File: config.mk
export PLATFORM = sky130hd
export DESIGN_NAME = calendar_to_epoch_seconds
export DESIGN_NICKNAME = d
export VERILOG_FILES = /design/src/sv/cte_pkg.sv /design/src/sv/cte_front.sv /design/src/sv/cte_queue.sv /design/src/sv/cte_back.sv /design/src/sv/calendar_to_epoch_seconds.sv
export SDC_FILE = /design/constraint.sdc
export NUM_CORES = 1
export LEC_CHECK = 0
export BUFFER_PORTS_ARGS = -buffer_cell sky130_fd_sc_hd__buf_2
export CORE_MARGIN = 1
export CORE_UTILIZATION = 45
export DETAILED_ROUTE_END_ITERATION = 8
export SLEW_MARGIN = 20
export SYNTH_ARGS = -nofsm -noshare
export SYNTH_HDL_FRONTEND = slang
export SYNTH_SLANG_ARGS = --single-unit
File: constraint.sdc
create_clock -name i_clk -period 15.65 [get_ports i_clk]
set_input_delay 3.13 -clock i_clk [delete_from_list [all_inputs] [get_ports i_clk]]
set_output_delay 3.13 -clock i_clk [all_outputs]
set_load 0.02 [all_outputs]
File: src/sv/cte_pkg.sv
// ----------------------------------------------------------------------------
// cte_pkg: shared types, constants and tables for calendar_to_epoch_seconds
// Field widths, the cumulative month table and the century correction.
// ----------------------------------------------------------------------------
package cte_pkg;

    localparam int unsigned EpochYearOfs   = 70;
    localparam int unsigned FirstCenturyGp = 131;
    localparam int unsigned DaysPerYear    = 365;
    localparam int unsigned HoursPerDay    = 24;
    localparam int unsigned MinPerHour     = 60;
    localparam int unsigned SecPerMin      = 60;
    localparam int unsigned MonthsPerYear  = 12;
    // x / 100 == (x * 5243) >> 19 for every x below 2^11
    localparam int unsigned RecipHundred   = 5243;
    localparam int unsigned RecipShift     = 19;
    localparam int unsigned LastCentury    = 20;

    localparam int unsigned YearW   = 11;
    localparam int unsigned MonthW  = 4;
    localparam int unsigned DayW    = 5;
    localparam int unsigned HourW   = 5;
    localparam int unsigned MinW    = 6;
    localparam int unsigned SecW    = 6;
    localparam int unsigned DaysW   = 21;  // signed day count, -1 .. ~723k
    localparam int unsigned EpochW  = 37;
    localparam int unsigned InDataW = 40;
    localparam int unsigned OutDataW = 40;

    typedef struct packed {
        logic [YearW-1:0]  year;
        logic [MonthW-1:0] month;
        logic [DayW-1:0]   day;
        logic [HourW-1:0]  hour;
        logic [MinW-1:0]   minute;
        logic [SecW-1:0]   second;
    } t_cte_in;

    // one entry of the front-to-back queue
    typedef struct packed {
        logic                    inval;
        logic signed [DaysW-1:0] days;
        logic [HourW-1:0]        hour;
        logic [MinW-1:0]         minute;
        logic [SecW-1:0]         second;
    } t_cte_item;

    function automatic logic [8:0] month_start(input logic [MonthW-1:0] mon);
        logic [8:0] d;
        case (mon)
            4'd0:    d = 9'd0;
            4'd1:    d = 9'd31;
            4'd2:    d = 9'd59;
            4'd3:    d = 9'd90;
            4'd4:    d = 9'd120;
            4'd5:    d = 9'd151;
            4'd6:    d = 9'd181;
            4'd7:    d = 9'd212;
            4'd8:    d = 9'd243;
            4'd9:    d = 9'd273;
            4'd10:   d = 9'd304;
            4'd11:   d = 9'd334;
            default: d = 9'd0;
        endcase
        return d;
    endfunction

    // true for a century year (relative to 1900, from 100 to 2000) that is not a leap year
    function automatic logic century_skip(input logic [YearW-1:0] y);
        logic skip;
        skip = 1'b0;
        for (int k = 1; k <= LastCentury; k++) begin
            if (y == YearW'(k * 100) && ((k & 3) != 1))
                skip = 1'b1;
        end
        return skip;
    endfunction

    // days dropped for skipped centuries, c = (yrs - 131) / 100
    function automatic logic [4:0] century_corr(input logic [4:0] c);
        logic [4:0] adj;
        case (c[1:0])
            2'd0:    adj = 5'd0;
            2'd1:    adj = 5'd1;
            default: adj = 5'd2;
        endcase
        return 5'(c[4:2] * 3) + 5'd1 + adj;
    endfunction

endpackage

File: src/sv/cte_front.sv
// ----------------------------------------------------------------------------
// cte_front: request intake and day count
// Checks year and month, then builds the signed day number in two stages.
// ----------------------------------------------------------------------------
module cte_front (
    input  logic               i_clk,
    input  logic               i_rst_n,
    input  logic               i_valid,
    output logic               o_ready,
    input  cte_pkg::t_cte_in   i_data,
    output logic               o_valid,
    input  logic               i_ready,
    output cte_pkg::t_cte_item o_item
);
    import cte_pkg::*;

    logic [YearW-1:0] yrs;
    logic [YearW-1:0] yrs_c;
    logic [23:0]      cprod;
    logic             leap_add;
    logic             ready1;
    logic             ready2;
    logic [DaysW-1:0] days_sum;
    logic [4:0]       corr;

    logic             r1_valid;
    logic             r1_inval;
    logic [19:0]      r1_y365;
    logic [8:0]       r1_quart;
    logic             r1_cent_on;
    logic [4:0]       r1_cent;
    logic [8:0]       r1_mofs;
    logic [HourW-1:0] r1_hour;
    logic [MinW-1:0]  r1_min;
    logic [SecW-1:0]  r1_sec;

    logic             r2_valid;
    t_cte_item        r2_item;

    always_comb begin
        yrs      = i_data.year - YearW'(EpochYearOfs);
        yrs_c    = yrs - YearW'(FirstCenturyGp);
        cprod    = 24'(yrs_c) * 24'(RecipHundred);
        leap_add = (i_data.year[1:0] == 2'd0) && !century_skip(i_data.year)
                   && (i_data.month > 4'd1);
    end

    assign ready2  = !r2_valid || i_ready;
    assign ready1  = !r1_valid || ready2;
    assign o_ready = ready1;

    always_ff @(posedge i_clk) begin
        if (!i_rst_n) begin
            r1_valid <= 1'b0;
        end else if (ready1) begin
            r1_valid <= i_valid;
        end
        if (i_valid && ready1) begin
            r1_inval   <= (i_data.year < YearW'(EpochYearOfs)) ||
                          (i_data.month > 4'(MonthsPerYear - 1));
            r1_y365    <= 20'(yrs) * 20'(DaysPerYear);
            r1_quart   <= 9'((12'(yrs) + 12'd1) >> 2);
            r1_cent_on <= yrs >= YearW'(FirstCenturyGp);
            r1_cent    <= cprod[RecipShift+4:RecipShift];
            r1_mofs    <= month_start(i_data.month) + 9'(i_data.day) + 9'(leap_add);
            r1_hour    <= i_data.hour;
            r1_min     <= i_data.minute;
            r1_sec     <= i_data.second;
        end
    end

    always_comb begin
        corr     = r1_cent_on ? century_corr(r1_cent) : 5'd0;
        days_sum = DaysW'(r1_y365) + DaysW'(r1_quart) - DaysW'(corr)
                   + DaysW'(r1_mofs) - DaysW'(1);
    end

    always_ff @(posedge i_clk) begin
        if (!i_rst_n) begin
            r2_valid <= 1'b0;
        end else if (ready2) begin
            r2_valid <= r1_valid;
        end
        if (r1_valid && ready2) begin
            r2_item.inval  <= r1_inval;
            r2_item.days   <= $signed(days_sum);
            r2_item.hour   <= r1_hour;
            r2_item.minute <= r1_min;
            r2_item.second <= r1_sec;
        end
    end

    assign o_valid = r2_valid;
    assign o_item  = r2_item;

endmodule

File: src/sv/cte_queue.sv
// ----------------------------------------------------------------------------
// cte_queue: two-entry queue between day count and seconds stages
// Lets the front and the back stall independently.
// ----------------------------------------------------------------------------
module cte_queue (
    input  logic               i_clk,
    input  logic               i_rst_n,
    input  logic               i_valid,
    output logic               o_ready,
    input  cte_pkg::t_cte_item i_item,
    output logic               o_valid,
    input  logic               i_ready,
    output cte_pkg::t_cte_item o_item
);
    import cte_pkg::*;

    t_cte_item  r_mem [2];
    logic       r_wr;
    logic       r_rd;
    logic [1:0] r_count;
    logic [1:0] n_count;
    logic       push;
    logic       pop;

    assign o_ready = r_count != 2'd2;
    assign o_valid = r_count != 2'd0;
    assign push    = i_valid && o_ready;
    assign pop     = o_valid && i_ready;
    assign o_item  = r_mem[r_rd];

    always_comb begin
        n_count = r_count;
        if (push && !pop)
            n_count = r_count + 2'd1;
        else if (pop && !push)
            n_count = r_count - 2'd1;
    end

    always_ff @(posedge i_clk) begin
        if (!i_rst_n) begin
            r_wr    <= 1'b0;
            r_rd    <= 1'b0;
            r_count <= 2'd0;
        end else begin
            r_count <= n_count;
            if (push)
                r_wr <= !r_wr;
            if (pop)
                r_rd <= !r_rd;
        end
    end

    always_ff @(posedge i_clk) begin
        if (push)
            r_mem[r_wr] <= i_item;
    end

endmodule

File: src/sv/cte_back.sv
// ----------------------------------------------------------------------------
// cte_back: days to seconds
// Three multiply-add stages: hours, minutes, seconds; last stage is the output.
// ----------------------------------------------------------------------------
module cte_back (
    input  logic                       i_clk,
    input  logic                       i_rst_n,
    input  logic                       i_valid,
    output logic                       o_ready,
    input  cte_pkg::t_cte_item         i_item,
    output logic                       o_valid,
    input  logic                       i_ready,
    output logic [cte_pkg::EpochW-1:0] o_seconds,
    output logic                       o_inval
);
    import cte_pkg::*;

    logic               ready1;
    logic               ready2;
    logic               ready3;
    logic signed [25:0] hsum;
    logic signed [31:0] msum;
    logic signed [EpochW-1:0] ssum;

    logic               r1_valid;
    logic               r1_inval;
    logic signed [25:0] r1_hours;
    logic [MinW-1:0]    r1_min;
    logic [SecW-1:0]    r1_sec;

    logic               r2_valid;
    logic               r2_inval;
    logic signed [31:0] r2_mins;
    logic [SecW-1:0]    r2_sec;

    logic               r3_valid;
    logic               r3_inval;
    logic [EpochW-1:0]  r3_secs;

    assign ready3  = !r3_valid || i_ready;
    assign ready2  = !r2_valid || ready3;
    assign ready1  = !r1_valid || ready2;
    assign o_ready = ready1;

    always_comb begin
        hsum = 26'(i_item.days) * 26'sd24 + $signed(26'(i_item.hour));
        msum = 32'(r1_hours) * 32'(MinPerHour) + $signed(32'(r1_min));
        ssum = EpochW'(r2_mins) * EpochW'(SecPerMin) + $signed(EpochW'(r2_sec));
    end

    always_ff @(posedge i_clk) begin
        if (!i_rst_n) begin
            r1_valid <= 1'b0;
            r2_valid <= 1'b0;
            r3_valid <= 1'b0;
        end else begin
            if (ready1)
                r1_valid <= i_valid;
            if (ready2)
                r2_valid <= r1_valid;
            if (ready3)
                r3_valid <= r2_valid;
        end
    end

    always_ff @(posedge i_clk) begin
        if (i_valid && ready1) begin
            r1_inval <= i_item.inval;
            r1_hours <= hsum;
            r1_min   <= i_item.minute;
            r1_sec   <= i_item.second;
        end
        if (r1_valid && ready2) begin
            r2_inval <= r1_inval;
            r2_mins  <= msum;
            r2_sec   <= r1_sec;
        end
        if (r2_valid && ready3) begin
            r3_inval <= r2_inval;
            // rejected dates report -1
            r3_secs  <= r2_inval ? {EpochW{1'b1}} : ssum;
        end
    end

    assign o_valid   = r3_valid;
    assign o_seconds = r3_secs;
    assign o_inval   = r3_inval;

endmodule

File: src/sv/calendar_to_epoch_seconds.sv
// ----------------------------------------------------------------------------
// calendar_to_epoch_seconds: broken-down UTC time to seconds since 1970
// Stream converter, one result per request.
// ----------------------------------------------------------------------------
// Usage:
//   Slave channel takes year-since-1900, month, day, hour, minute, second
//   packed in tdata. Master channel returns the 37-bit signed second count
//   in tdata and the invalid-date flag in tuser.
//   A year before 1970 or a month above 11 gives -1 with the flag set;
//   day and time fields are added as given.
//   From request to result the data passes two day-count stages, the
//   queue and three multiply-add stages ending in the output register.
//   Throughput is one request per cycle while the receiver takes results;
//   each back stage is a single multiply-add and the two-entry queue lets
//   the front keep running while the back is held.
//   When the receiver stalls, results hold in the output stage, the back
//   fills, then the queue, then the front; tready drops only then.
//   Reset empties all stages and the queue; no result is pending after it.
// ----------------------------------------------------------------------------
module calendar_to_epoch_seconds (
    input  logic                         i_clk,
    input  logic                         i_rst_n,
    input  logic                         s_axis_tvalid,
    output logic                         s_axis_tready,
    // tdata: year_since_1900[10:0], month_index[14:11], day_of_month[19:15],
    //        hour_of_day[24:20], minute_of_hour[30:25], second_of_minute[36:31]
    input  logic [cte_pkg::InDataW-1:0]  s_axis_tdata,
    output logic                         m_axis_tvalid,
    input  logic                         m_axis_tready,
    // tdata: epoch_seconds[36:0]
    output logic [cte_pkg::OutDataW-1:0] m_axis_tdata,
    // tuser: invalid_date[0]
    output logic [0:0]                   m_axis_tuser
);
    import cte_pkg::*;

    t_cte_in           in_req;
    logic              f_valid;
    logic              f_ready;
    t_cte_item         f_item;
    logic              q_valid;
    logic              q_ready;
    t_cte_item         q_item;
    logic [EpochW-1:0] b_seconds;
    logic              b_inval;

    always_comb begin
        in_req.year   = s_axis_tdata[10:0];
        in_req.month  = s_axis_tdata[14:11];
        in_req.day    = s_axis_tdata[19:15];
        in_req.hour   = s_axis_tdata[24:20];
        in_req.minute = s_axis_tdata[30:25];
        in_req.second = s_axis_tdata[36:31];
    end

    cte_front u_front (
        .i_clk   (i_clk),
        .i_rst_n (i_rst_n),
        .i_valid (s_axis_tvalid),
        .o_ready (s_axis_tready),
        .i_data  (in_req),
        .o_valid (f_valid),
        .i_ready (f_ready),
        .o_item  (f_item)
    );

    cte_queue u_queue (
        .i_clk   (i_clk),
        .i_rst_n (i_rst_n),
        .i_valid (f_valid),
        .o_ready (f_ready),
        .i_item  (f_item),
        .o_valid (q_valid),
        .i_ready (q_ready),
        .o_item  (q_item)
    );

    cte_back u_back (
        .i_clk     (i_clk),
        .i_rst_n   (i_rst_n),
        .i_valid   (q_valid),
        .o_ready   (q_ready),
        .i_item    (q_item),
        .o_valid   (m_axis_tvalid),
        .i_ready   (m_axis_tready),
        .o_seconds (b_seconds),
        .o_inval   (b_inval)
    );

    assign m_axis_tdata = OutDataW'(b_seconds);
    assign m_axis_tuser = b_inval;

endmodule
=== Word-level counts from Yosys, hierarchy flattened ===
Memories as Yosys holds them, arrays and structs flattened. A register that Yosys moved wholly into a read port is not among the register bits.
Cells that the tools add are included.

* Memories: 2
* Flip-flop bits (word level): 226
* Latch bits: 0
* RAM bits: 78
* Memory bits (read-only): 144
* Logic and storage cells: 130
* Output and inout port bits: 43

{| class="wikitable"
|+ Memories
! memory !! depth !! bits a word !! read ports !! clocked after memory_dff !! wr ports !! line !! source
|-
| (no name shown) || 16 || 9 || 1 || 0 || 0 || cte_pkg.sv:50 || <nowiki>case (mon)</nowiki>
|-
| u_queue.r_mem || 2 || 39 || 1 || 1 || 1 || cte_queue.sv:17 || <nowiki>t_cte_item r_mem [2];</nowiki>
|}

* $mul: 6
* Bitwise gates (word level): 0
* Divide/modulo/power cells: 0
* Add/subtract/negate cells: 16
* Muxes and demuxes: 24
* $lt $le $gt $ge: 4
* Reduce and logical (&&, ||, !) cells: 30
* Shifts and indexed selects: 0
* Eq/ne operators: 17

{| class="wikitable"
|+ Operator list
! cell !! number
|-
| 11-bit equality test, second input constant || 8
|-
| 11-bit by 10-bit equality test with 1-bit output, second input constant || 4
|-
| 37-bit by 6-bit adder with 37-bit output || 1
|-
| 37-bit by 4-bit multiplier with 35-bit output, second input constant || 1
|-
| 32-bit by 6-bit adder with 32-bit output || 1
|-
| 32-bit by 4-bit multiplier with 30-bit output, second input constant || 1
|-
| 26-bit by 6-bit adder with 26-bit output || 1
|-
| 11-bit by 13-bit multiplier with 24-bit output, second input constant || 1
|-
| 21-bit by 3-bit multiplier with 23-bit output, second input constant || 1
|-
| 11-bit by 9-bit equality test with 1-bit output, second input constant || 2
|-
| 20-bit by 9-bit adder with 21-bit output || 1
|-
| 21-bit by 9-bit adder with 21-bit output || 1
|-
| 21-bit by 1-bit subtractor with 21-bit output, second input constant || 1
|-
| 21-bit by 5-bit subtractor with 21-bit output || 1
|-
| 11-bit by 9-bit multiplier with 20-bit output, second input constant || 1
|-
| 1-bit 2-to-1 mux || 19
|-
| 11-bit by 1-bit adder with 11-bit output, second input constant || 1
|-
| 11-bit by 8-bit equality test with 1-bit output, second input constant || 1
|-
| 11-bit by 8-bit greater-or-equal comparator with 1-bit output, second input constant || 1
|-
| 11-bit by 7-bit less-than comparator with 1-bit output, second input constant || 1
|-
| 11-bit by 7-bit subtractor with 11-bit output, second input constant || 1
|-
| 11-bit by 8-bit subtractor with 11-bit output, second input constant || 1
|-
| 1-bit logical AND || 10
|-
| 1-bit logical NOT || 10
|-
| 18 further kinds || 26
|}

=== Longest topological paths before layout ===
Gate-level depths: netlist of the first run.

* Word-level depth: 20
* Gate-level depth with buffers: 28
* Depth with buffers taken out: 28

=== Modules after synthesis ===
A second synthesis of the first run with hierarchy kept.

* Cell total of the unflattened synthesis: 2,475
* Area total of the unflattened synthesis: 26,791.9 um^2

{| class="wikitable"
|+ By module, submodules not included
! module !! seq. area each (um^2) !! area each (um^2) !! instances !! cells each
|-
| cte_back || 3,543.4 || 13,307.8 || 1 || 1,352
|-
| cte_front || 3,072.9 || 10,407.5 || 1 || 974
|-
| cte_queue || 2,442.3 || 3,050.4 || 1 || 145
|-
| calendar_to_epoch_seconds || 0.0 || 26.3 || 1 || 4
|}

=== Worst setup path after synthesis of the first run ===
OpenSTA, ideal clock, no wires.

* Kind: in2reg
* Start point: input s_axis_tdata[2] (netlist bit)
* End point: register u_front.r1_cent[4], data pin
* Stages on the path: 27
* Arrival time: 9,535 ps
* Path buffers: 1
* Slack: 5,852 ps
* Data required time: 15,386 ps
* Cell sequence: clkbuf_1 -> a21oi_1 -> xnor2_1 -> inv_1 -> or4_1 -> a211o_1 -> nand2_1 -> nand2_1 -> xnor2_1 -> inv_1 -> ha_1 -> inv_1 -> ha_1 -> inv_1 -> fa_1 -> fa_1 -> inv_1 -> fa_1 -> fa_1 -> ha_1 -> nor2b_1 -> o21ai_0 -> nand2_1 -> o41ai_1 -> o21ai_0 -> a31oi_1 -> xor2_1

* Cells in the longest elaborated chain, start to end: 3

{| class="wikitable"
|+ RTL lines
! item !! line !! source
|-
| from (decl) || calendar_to_epoch_seconds.sv:27 || <nowiki>input logic [cte_pkg::InDataW-1:0] s_axis_tdata,</nowiki>
|-
| 11-bit by 7-bit subtractor with 11-bit output || cte_front.sv:41 || <nowiki>yrs = i_data.year - YearW'(EpochYearOfs);</nowiki>
|-
| 11-bit by 8-bit subtractor with 11-bit output || cte_front.sv:42 || <nowiki>yrs_c = yrs - YearW'(FirstCenturyGp);</nowiki>
|-
| 11-bit by 13-bit multiplier with 24-bit output || cte_front.sv:43 || <nowiki>cprod = 24'(yrs_c) * 24'(RecipHundred);</nowiki>
|-
| named net u_front.cprod[23] || cte_front.sv:19 || <nowiki>logic [23:0] cprod;</nowiki>
|-
| to (signal assigned) || cte_front.sv:64 || <nowiki>r1_cent <= cprod[RecipShift+4:RecipShift];</nowiki>
|-
| to (decl) || cte_front.sv:31 || <nowiki>logic [4:0] r1_cent;</nowiki>
|}

The timed path passes the listed nets, and every way through them passes these cells.
A chain may end at the register's enable or synchronous reset.

=== Worst setup path in the final report of the first run ===
Same ends and word-level chain as after synthesis.

==> metrics, run 1 <==
status completed; Min-Delay Path Depth 0; Mapped Avg Cell Area 11.17 sq um; commonest cells after routing, fill and taps aside sky130_fd_sc_hd__edfxtp_1, sky130_fd_sc_hd__ha_1, sky130_fd_sc_hd__inv_1; netlist area before placement 26020 sq um; max capacitance violation total 0; beginning of the worst register-to-register path u_back.r2_mins[6]; final routed wirelength across all metal layers 47940 um; die boundary width 242.4 um; total DRC errors in the routed layout 0; Via Count 16750; clock latency of the later-clocked register in the worst-skew pair 0.54 ns; final cell count without fillers 3193; GR Overflow Total 0; end point of the worst hold path u_front.o_item[15]; number of distinct library cells after synthesis 92; Fin. Hold Viols 0; worst min-delay path category reg2reg; vertical extent of the die 242.4 um; setup slack at placement 4.587 ns; actual slew at the worst max-slew pin 0.8529 ns; TritonCTS clock tree done; setup repair after global routing missed its margin false; NumNets Final 2951; Final Wtd Congestion 0.8322; type of element capturing the critical path flop; clock slew seen by the registers of the worst setup and hold paths 0.06 ns; portion of the post-synthesis area used by sequential elements 0.3482; type of origin of the critical path input pin; fraction of layout instances using a drive strength above 1 0.09278; worst setup skew after layout 0.02602 ns; post_cts resized 0; number of I/O pins 87; Max transition margin 0.4314; fin area 28360 sq um; CTS H-tree depth 2; number of global-route vias before repair 17320; final period utilization 0.6638; pin count of the biggest net entering global routing 63; FF-to-FF End u_back.o_seconds[35]; maximum achievable frequency 96.27 MHz; half-perimeter wire length of the detailed placement result 38140 um; number of buffers on the longest clock path 3; die area 58780 sq um; detailed-router iteration count before antenna repair 5; type of the worst setup path in2reg; post-route ant nets 0; EDFF count, synth 295; Via-to-Cell Ratio 5.245; Worst Reg-to-Reg Cells 12; worst min-delay path startpoint u_front.r1_hour[3]; placement-stage cell area 27260 sq um; count of buffers inserted at the top-level ports 80; Final setup viols 0; antenna violations before repair 1; Root Buffer Master sky130_fd_sc_hd__clkbuf_16; worst-path maximum fanout 12; Initial Utilization 0.4587; FF+latch count, synth 305; Async SR Flop Fraction 0; number of placement rows 87; Post-CTS Hold Fix Bufs 0; accumulated negative setup slack 0 ns; GRT Util Overall 0.1682; Cells after Synth 2330; number of buffers inserted during clock tree synthesis 36; area added between synthesis and finish 9.013%; Worst Path Required 15.92 ns; Final Max Slew Viols 0; first-pass GRT wire length 82150 um; arrival time of the worst setup path 10.66 ns; prevailing post-synth register cell sky130_fd_sc_hd__edfxtp_1; leading cell type in the layout, fill and taps excluded sky130_fd_sc_hd__edfxtp_1; clock sink total 305; average wire length per cell after detail routing 15.01 um; Core ar. 56710 sq um; Critical path origin s_axis_tdata[2]; min setup slack post-route 5.262 ns; r2r setup slk 10.23 ns; DRT iter0 DRCs 620; Min Clock Period, post-route 10.39 ns; Warnings, synthesis 0; number of buffers inserted to repair setup after CTS 0; final-layout fill cell count 5074; Cell Count Post-Placement 3127
critical path, cell delays in order:
cell	delay [ns]
sky130_fd_sc_hd__buf_2	0.17
sky130_fd_sc_hd__ha_1	0.24
sky130_fd_sc_hd__o41ai_1	0.59
sky130_fd_sc_hd__nand2_1	0.13
sky130_fd_sc_hd__xor2_1	0.52
sky130_fd_sc_hd__clkinv_1	0.48
sky130_fd_sc_hd__xnor2_1	0.47
sky130_fd_sc_hd__inv_1	0.08
sky130_fd_sc_hd__ha_1	0.37
sky130_fd_sc_hd__inv_1	0.10
sky130_fd_sc_hd__ha_1	0.31
sky130_fd_sc_hd__inv_1	0.06
sky130_fd_sc_hd__fa_1	0.41
sky130_fd_sc_hd__fa_1	0.51
sky130_fd_sc_hd__inv_1	0.05
sky130_fd_sc_hd__fa_1	0.50
sky130_fd_sc_hd__fa_1	0.49
sky130_fd_sc_hd__ha_1	0.31
sky130_fd_sc_hd__nor2b_1	0.13
sky130_fd_sc_hd__o21ai_0	0.20
sky130_fd_sc_hd__nand2_1	0.09
sky130_fd_sc_hd__o41ai_1	0.68
sky130_fd_sc_hd__o21ai_0	0.27
sky130_fd_sc_hd__a31oi_1	0.25
sky130_fd_sc_hd__xor2_1	0.09
how the worst max path moves through the flow:
| stage | endpoint | slack [ns] |
|---|---|---|
| after floorplan | u_front.r1_cent[4] | 5.85 |
| after global placement | u_front.r1_cent[4] | 4.71 |
| after detailed placement | u_front.r1_cent[4] | 4.59 |
| after CTS | u_front.r1_cent[4] | 5.11 |
| after global routing | u_front.r1_cent[4] | 4.59 |
| final | u_front.r1_cent[4] | 5.26 |
area by class of cell:
type,instances,area (sq um),share of cell area
Multi-Input combinational cell,1701,15750,0.5553
Sequential cell,305,9059,0.3194
Clock buffer,43,948.4,0.03344
Tap cell,756,945.9,0.03335
Timing Repair Buffer,92,515.5,0.01818
Antenna cell,1,2.502,0.00008823
Inverter,275,1032,0.03640
Clock inverter,20,110.1,0.003882
cell usage after synthesis (all sizes together), types with 20 or more instances:
library cell / number / area [sq um]
a21o: 56 / 420.4
clkbuf: 37 / 140.1
nand2b: 20 / 125.1
nor2: 90 / 337.8
ha: 294 / 3679
fa: 202 / 4044
a21oi: 101 / 513.0
nand3: 48 / 240.2
xor2: 66 / 578.1
o21ai: 76 / 387.9
mux2: 39 / 439.2
nor3: 49 / 255.3
inv: 273 / 1025
nor2b: 32 / 200.2
edfxtp: 295 / 8859
o21a: 28 / 219.0
xnor2: 138 / 1209
nand2: 130 / 488.0
and2: 30 / 187.7
layer usage:
| metal | vias to the layer above | part of all wire | GRT usage | wire length (um) |
|---|---|---|---|---|
| li1 | 8430 | - | - | - |
| met1 | 8042 | 0.42 | 0.1929 | 20160 |
| met2 | 201 | 0.53 | 0.3232 | 25590 |
| met3 | 74 | 0.021 | 0.02127 | 1030 |
| met4 | 0 | 0.024 | 0.04747 | 1155 |
| met5 | - | 0 | 0 | 0 |
state kept, by name, indices dropped and copies added (netlist names), 5 cells and up, named ones only:
register / count
u_back.r2_mins: 32
u_front.r1_min: 6
u_back.r2_sec: 6
u_front.r1_y365: 20
u_front.r1_hour: 5
u_front.r1_quart: 9
u_front.r1_mofs: 9
u_queue.r_mem: 78
u_front.r1_sec: 6
u_back.o_seconds: 37
u_front.o_item: 39
u_back.r1_sec: 6
u_back.r1_min: 6
u_front.r1_cent: 5
u_back.r1_hours: 26
kinds of logic (layout without fill, tap and decap cells):
family	count (synthesis)	count (layout)	synth area share
compound gates	419	419	0.1109
buf+inv	326	430	0.04800
mux	47	47	0.02044
simple gates	532	532	0.1069
xor+xnor	204	204	0.06868
flops	305	305	0.3482
fa+ha+maj	496	496	0.2968
other cells	1	4	0.0001441
through the flow:
step / utilization / hold WS, ns
6_report: 0.5001 / 0.4120
5_1_grt: 0.5001 / 0.4204
3_3_place_gp: 0.4807 / 0.4018
4_1_cts: 0.4993 / 0.4137
2_1_floorplan: - / 0.4003
3_5_place_dp: 0.4807 / 0.4045
Power of run 1 is not shown: default switching activity piles up to over one toggle a cycle in this logic, so the estimate is an artifact.
==> inputs of run 2 (changes only) <==
==> constraint.sdc (replaced) <==
create_clock -name i_clk -period 10.61 [get_ports i_clk]
set_input_delay 2.122 -clock i_clk [delete_from_list [all_inputs] [get_ports i_clk]]
set_output_delay 2.122 -clock i_clk [all_outputs]
set_load 0.02 [all_outputs]
==> run 2 against run 1 <==
Hold slack better by 0.0029 ns. Setup slack got worse by 3.7 ns. Cell count barely moved. Die area unchanged. Sequential share of layout area is 0.14 points lower. First-iteration DRC count is 2.1% lower. Core utilization rose by 0.22 points. Clock skew decreased by 0.0096 ns. Via count decreased by 0.25%. Non-clock buffer count is the same. Critical path type unchanged. Highest routed layer unchanged.
==> metrics, run 2 (synthesis results as in run 1) <==
Worst Reg-to-Reg Cells 20 (+8); post-route ant nets 0 (unchanged); highest cell delay on the worst timing path 0.62 ns (-0.06 ns); type of the worst setup path in2reg; type of element capturing the critical path flop; Post-CTS Hold Fix Bufs 0 (unchanged); NumNets Final 2951 (unchanged); number of I/O pins 87 (unchanged); number of placement rows 87 (unchanged); clock sink total 305 (unchanged); Max transition margin 0.2966 (-0.1348); worst min-delay path category reg2reg; Min-Delay Path Depth 0 (unchanged); arrival time of the worst setup path 9.30 ns (-1.36 ns); buffering stage count on the worst path with inverters included 6 (unchanged); Initial Utilization 0.4587 (unchanged); Critical Path Slowest Stage Cell sky130_fd_sc_hd__o41ai_1; number of antenna diodes 0 (-1); total DRC errors in the routed layout 0 (unchanged); Worst Path Required 10.89 ns (-5.03 ns); beginning of the worst register-to-register path u_front.r1_cent[2]; Root Buffer Master sky130_fd_sc_hd__clkbuf_16; final-layout fill cell count 5053 (-0.41%); final routed wirelength across all metal layers 47950 um (about the same); area added between synthesis and finish 9.498%; TritonCTS clock tree done; type of origin of the critical path input pin; clock slew seen by the registers of the worst setup and hold paths 0.06 ns (about the same); r2r setup slk 5.22 ns (-5.01 ns); number of global-route vias before repair 17310 (-0.052%); flip-flop count of the largest register after layout 78 (unchanged); maximum achievable frequency 110.9 MHz; final period utilization 0.8499; detailed-router iteration count before antenna repair 5 (unchanged); die boundary width 242.4 um (unchanged); count of buffers inserted at the top-level ports 80 (unchanged); Final Max Slew Viols 0 (unchanged); die area 58780 sq um (unchanged); top cell family by delay on the critical path adder cells; DRT iter0 DRCs 607 (-2.1%); status completed; fraction of layout instances using a drive strength above 1 0.09635 (+0.003576); commonest cells after routing, fill and taps aside sky130_fd_sc_hd__edfxtp_1, sky130_fd_sc_hd__ha_1, sky130_fd_sc_hd__inv_1; average wire length per cell after detail routing 15.01 um (about the same); number of buffers inserted during clock tree synthesis 36 (unchanged); vertical extent of the die 242.4 um (unchanged); FF-to-FF End u_front.o_item[34]; Final Wtd Congestion 0.8262 (-0.72%); max capacitance violation total 0 (unchanged); number of buffers on the longest clock path 3 (unchanged); Core ar. 56710 sq um (unchanged); setup repair after global routing missed its margin false; actual slew at the worst max-slew pin 1.055 ns (+0.2022 ns); cell seen most often among critical-path stages sky130_fd_sc_hd__inv_1; Final setup viols 0 (unchanged); Top reg by flops u_queue.r_mem; Fin. Hold Viols 0 (unchanged); Via Count 16710 (-0.25%); pin count of the biggest net entering global routing 63 (unchanged); clock latency of the later-clocked register in the worst-skew pair 0.54 ns (about the same); first-pass GRT wire length 81340 um (-0.99%); worst-path maximum fanout 12 (unchanged); Via-to-Cell Ratio 5.228 (-0.31%); leading cell type in the layout, fill and taps excluded sky130_fd_sc_hd__edfxtp_1; CTS H-tree depth 2 (unchanged); half-perimeter wire length of the detailed placement result 38330 um (+0.50%); accumulated negative setup slack 0 ns (unchanged); number of buffers inserted to repair setup after CTS 0 (unchanged); post_cts resized 0 (unchanged); end point of the worst hold path u_back.r2_sec[4]; GRT Util Overall 0.1663 (-0.001883); worst min-delay path startpoint u_back.r1_sec[4]; antenna violations before repair 0 (-1); worst setup skew after layout 0.01644 ns (-0.009584 ns); GR Overflow Total 0 (unchanged); Min Clock Period, post-route 9.018 ns
[run 2: cell type report]
type	count	area, sq um	share of cell area
clock inverters	22	215.2	0.007554
repair buffers	92	515.5	0.01810
well taps	756	945.9	0.03320
multi-input cells	1701	15750	0.5528
clock buffers	44	972.2	0.03413
inverters	275	1032	0.03624
flip-flops and latches	305	9059	0.3180
[run 2: how the worst max path moves through the flow]
stage | start | to | slack, ns | depth (start not counted)
3_3_place_gp | s_axis_tdata[2] | u_front.r1_cent[4] | 1.05 | 28
5_1_grt | s_axis_tdata[2] | u_front.r1_cent[4] | 0.94 | 27
3_5_place_dp | s_axis_tdata[2] | u_front.r1_cent[4] | 0.97 | 28
6_report | s_axis_tdata[2] | u_front.r1_cent[4] | 1.59 | 28
4_1_cts | s_axis_tdata[2] | u_front.r1_cent[4] | 1.53 | 28
2_1_floorplan | s_axis_tdata[2] | u_front.r1_cent[4] | 1.82 | 27
[run 2: per-layer routing]
metal  part of all wire  global-route usage  vias up
met5                  0                   0        -
met4              0.024             0.05175        0
met3              0.023             0.01828       80
met2               0.52              0.3146      213
met1               0.43              0.1949     7989
li1                   -                   -     8423
[run 2: through the flow]
stage / cells / util / hold slack, ns / cell area, sq um / worst slack, ns
finish: 3195 / 0.5023 / 0.4149 / 28490 / 1.592
floorplan: 2332 / - / 0.4003 / 26020 / 1.820
global route: 3195 / 0.5023 / 0.4235 / 28490 / 0.9391
CTS: 3194 / 0.5020 / 0.4112 / 28470 / 1.529
detailed placement: 3128 / 0.4810 / 0.4045 / 27280 / 0.9721
global placement: 3127 / 0.4807 / 0.4023 / 27260 / 1.046
[run 2: worst reg2reg max path, delay by kind of cell (launching register included)]
family                     cells  cell delay [ns]
AOI/OAI and AO/OA              7             1.43
xor gates and xnor gates       1             0.12
adders and majority gates      5             2.45
buffers and inverters          3             0.18
DFF                            1             0.43
and+or+nand+nor                4             0.54
Power of run 2 is left out for the same reason.
==> inputs of run 3 (changes only) <==
==> constraint.sdc (replaced) <==
create_clock -name i_clk -period 8.1 [get_ports i_clk]
set_input_delay 1.62 -clock i_clk [delete_from_list [all_inputs] [get_ports i_clk]]
set_output_delay 1.62 -clock i_clk [all_outputs]
set_load 0.02 [all_outputs]
==> run 3 against run 2 <==
Hold slack got worse by 0.0056 ns. Core utilization increased by 0.63 points. Critical path depth increased by 1. Cell count increased by 1.4%. Global-route usage is 0.41 points higher. Count of clock-buffer cells in the layout is 1 lower. Die area is the same. Clock skew rose by 0.015 ns. Setup slack lost 1.1 ns. Critical endpoint unchanged. Largest cell class unchanged.
==> metrics, run 3 (synthesis results as in run 1) <==
type of element capturing the critical path flop; number of buffers inserted to repair setup after CTS 0 (unchanged); number of antenna diodes 0 (unchanged); max capacitance violation total 0 (unchanged); post-route ant nets 0 (unchanged); fraction of layout instances using a drive strength above 1 0.1135 (+0.01713); NumNets Final 3000 (+1.7%); actual slew at the worst max-slew pin 0.9893 ns (-0.06582 ns); worst-path maximum fanout 4 (-8); DRT iter0 DRCs 536 (-12%); maximum achievable frequency 131.4 MHz; final routed wirelength across all metal layers 48950 um (+2.1%); half-perimeter wire length of the detailed placement result 39280 um (+2.5%); Min Clock Period, post-route 7.610 ns; Top reg by flops u_queue.r_mem; Core ar. 56710 sq um (unchanged); antenna violations before repair 0 (unchanged); Fin. Hold Viols 0 (unchanged); cell seen most often among critical-path stages sky130_fd_sc_hd__inv_1; type of origin of the critical path input pin; TritonCTS clock tree done; detailed-router iteration count before antenna repair 5 (unchanged); number of buffers inserted during clock tree synthesis 36 (unchanged); Final Max Slew Viols 0 (unchanged); total DRC errors in the routed layout 0 (unchanged); number of buffers on the longest clock path 3 (unchanged); clock slew seen by the registers of the worst setup and hold paths 0.06 ns (about the same); highest cell delay on the worst timing path 0.55 ns (-0.07 ns); leading cell type in the layout, fill and taps excluded sky130_fd_sc_hd__edfxtp_1; Critical Path Slowest Stage Cell sky130_fd_sc_hd__fa_1; Post-CTS Hold Fix Bufs 0 (unchanged); Initial Utilization 0.4587 (unchanged); arrival time of the worst setup path 7.88 ns (-1.42 ns); status completed; commonest cells after routing, fill and taps aside sky130_fd_sc_hd__edfxtp_1, sky130_fd_sc_hd__ha_1, sky130_fd_sc_hd__inv_1; worst min-delay path category reg2reg; type of the worst setup path in2reg; count of buffers inserted at the top-level ports 80 (unchanged); die boundary width 242.4 um (unchanged); Worst Path Required 8.37 ns (-2.52 ns); number of placement rows 87 (unchanged); GRT Util Overall 0.1704 (+0.004079); average wire length per cell after detail routing 15.10 um (+0.64%); Max transition margin 0.3321 (+0.03551); GR Overflow Total 0 (unchanged); number of global-route vias before repair 17720 (+2.3%); worst setup skew after layout 0.03165 ns (+0.01520 ns); die area 58780 sq um (unchanged); Via-to-Cell Ratio 5.222 (-0.12%); Final Wtd Congestion 0.8245 (-0.21%); fin area 28850 sq um (+1.3%); vertical extent of the die 242.4 um (unchanged); utilization of the core after routing 0.5086 (+0.006310); placement-stage cell area 27650 sq um (+1.4%); clock sink total 305 (unchanged); first-pass GRT wire length 83430 um (+2.6%); area added between synthesis and finish 10.87%; pin count of the biggest net entering global routing 63 (unchanged); final period utilization 0.9395; setup repair after global routing missed its margin false; Via Count 16930 (+1.3%); CTS H-tree depth 2 (unchanged); number of I/O pins 87 (unchanged); Root Buffer Master sky130_fd_sc_hd__clkbuf_16; flip-flop count of the largest register after layout 78 (unchanged); clock latency of the later-clocked register in the worst-skew pair 0.55 ns (about the same); final-layout fill cell count 5038 (-0.30%); Final setup viols 0 (unchanged)
-- run 3: worst paths after layout --
kind | slack (ns) | to | cells past startpoint | from
worst max-delay path | 0.49 | u_front.r1_cent[4] | 29 | s_axis_tdata[1]
worst max register to register | 2.64 | u_back.r2_mins[29] | 15 | u_back.r1_hours[0]
worst min-delay path | 0.41 | u_front.o_item[14] | 0 | u_front.r1_hour[2]
worst min register to register | 0.41 | u_front.o_item[14] | 0 | u_front.r1_hour[2]
-- run 3: per-stage QoR --
step | hold WS, ns | TNS (ns) | instances | setup slack, ns
after floorplan | 0.4003 | 0 | 2332 | 0.05385
after global placement | 0.4004 | -0.7221 | 3176 | -0.2355
after detailed placement | 0.4045 | -0.9909 | 3176 | -0.2803
after CTS | 0.4123 | 0 | 3239 | 0.2668
after global routing | 0.4132 | 0 | 3241 | 0.07101
final | 0.4092 | 0 | 3241 | 0.4902
-- run 3: routing by layer --
metal | wire, um | share of wire | GRT usage
met5 | 0 | 0 | 0
met4 | 1142 | 0.023 | 0.04989
met3 | 1114 | 0.023 | 0.01939
met2 | 25900 | 0.53 | 0.3249
met1 | 20790 | 0.42 | 0.1983
-- run 3: cell type report --
type	instances	area, sq um	area share
Sequential cell	305	9059	0.3140
Timing Repair Buffer	141	883.3	0.03062
Inverter	275	1032	0.03579
Clock inverter	20	216.5	0.007504
Tap cell	756	945.9	0.03279
Clock buffer	43	927.1	0.03214
Multi-Input combinational cell	1701	15780	0.5471
-- run 3: worst max-delay path: cells and delay by family --
kind,cells,cell delay (ns)
AO/OA/AOI/OAI,7,1.45
XOR/XNOR,3,0.43
AND/OR/NAND/NOR,6,1.01
adder cells (fa/ha/maj),7,2.93
buffers and inverters,6,0.43
-- run 3: timing repair --
item,in CTS,in global routing
endpoints found under the setup margin,0,3
resized for setup,0,2
hold endpoints to repair,0,0
Power of run 3 is left out for the same reason.
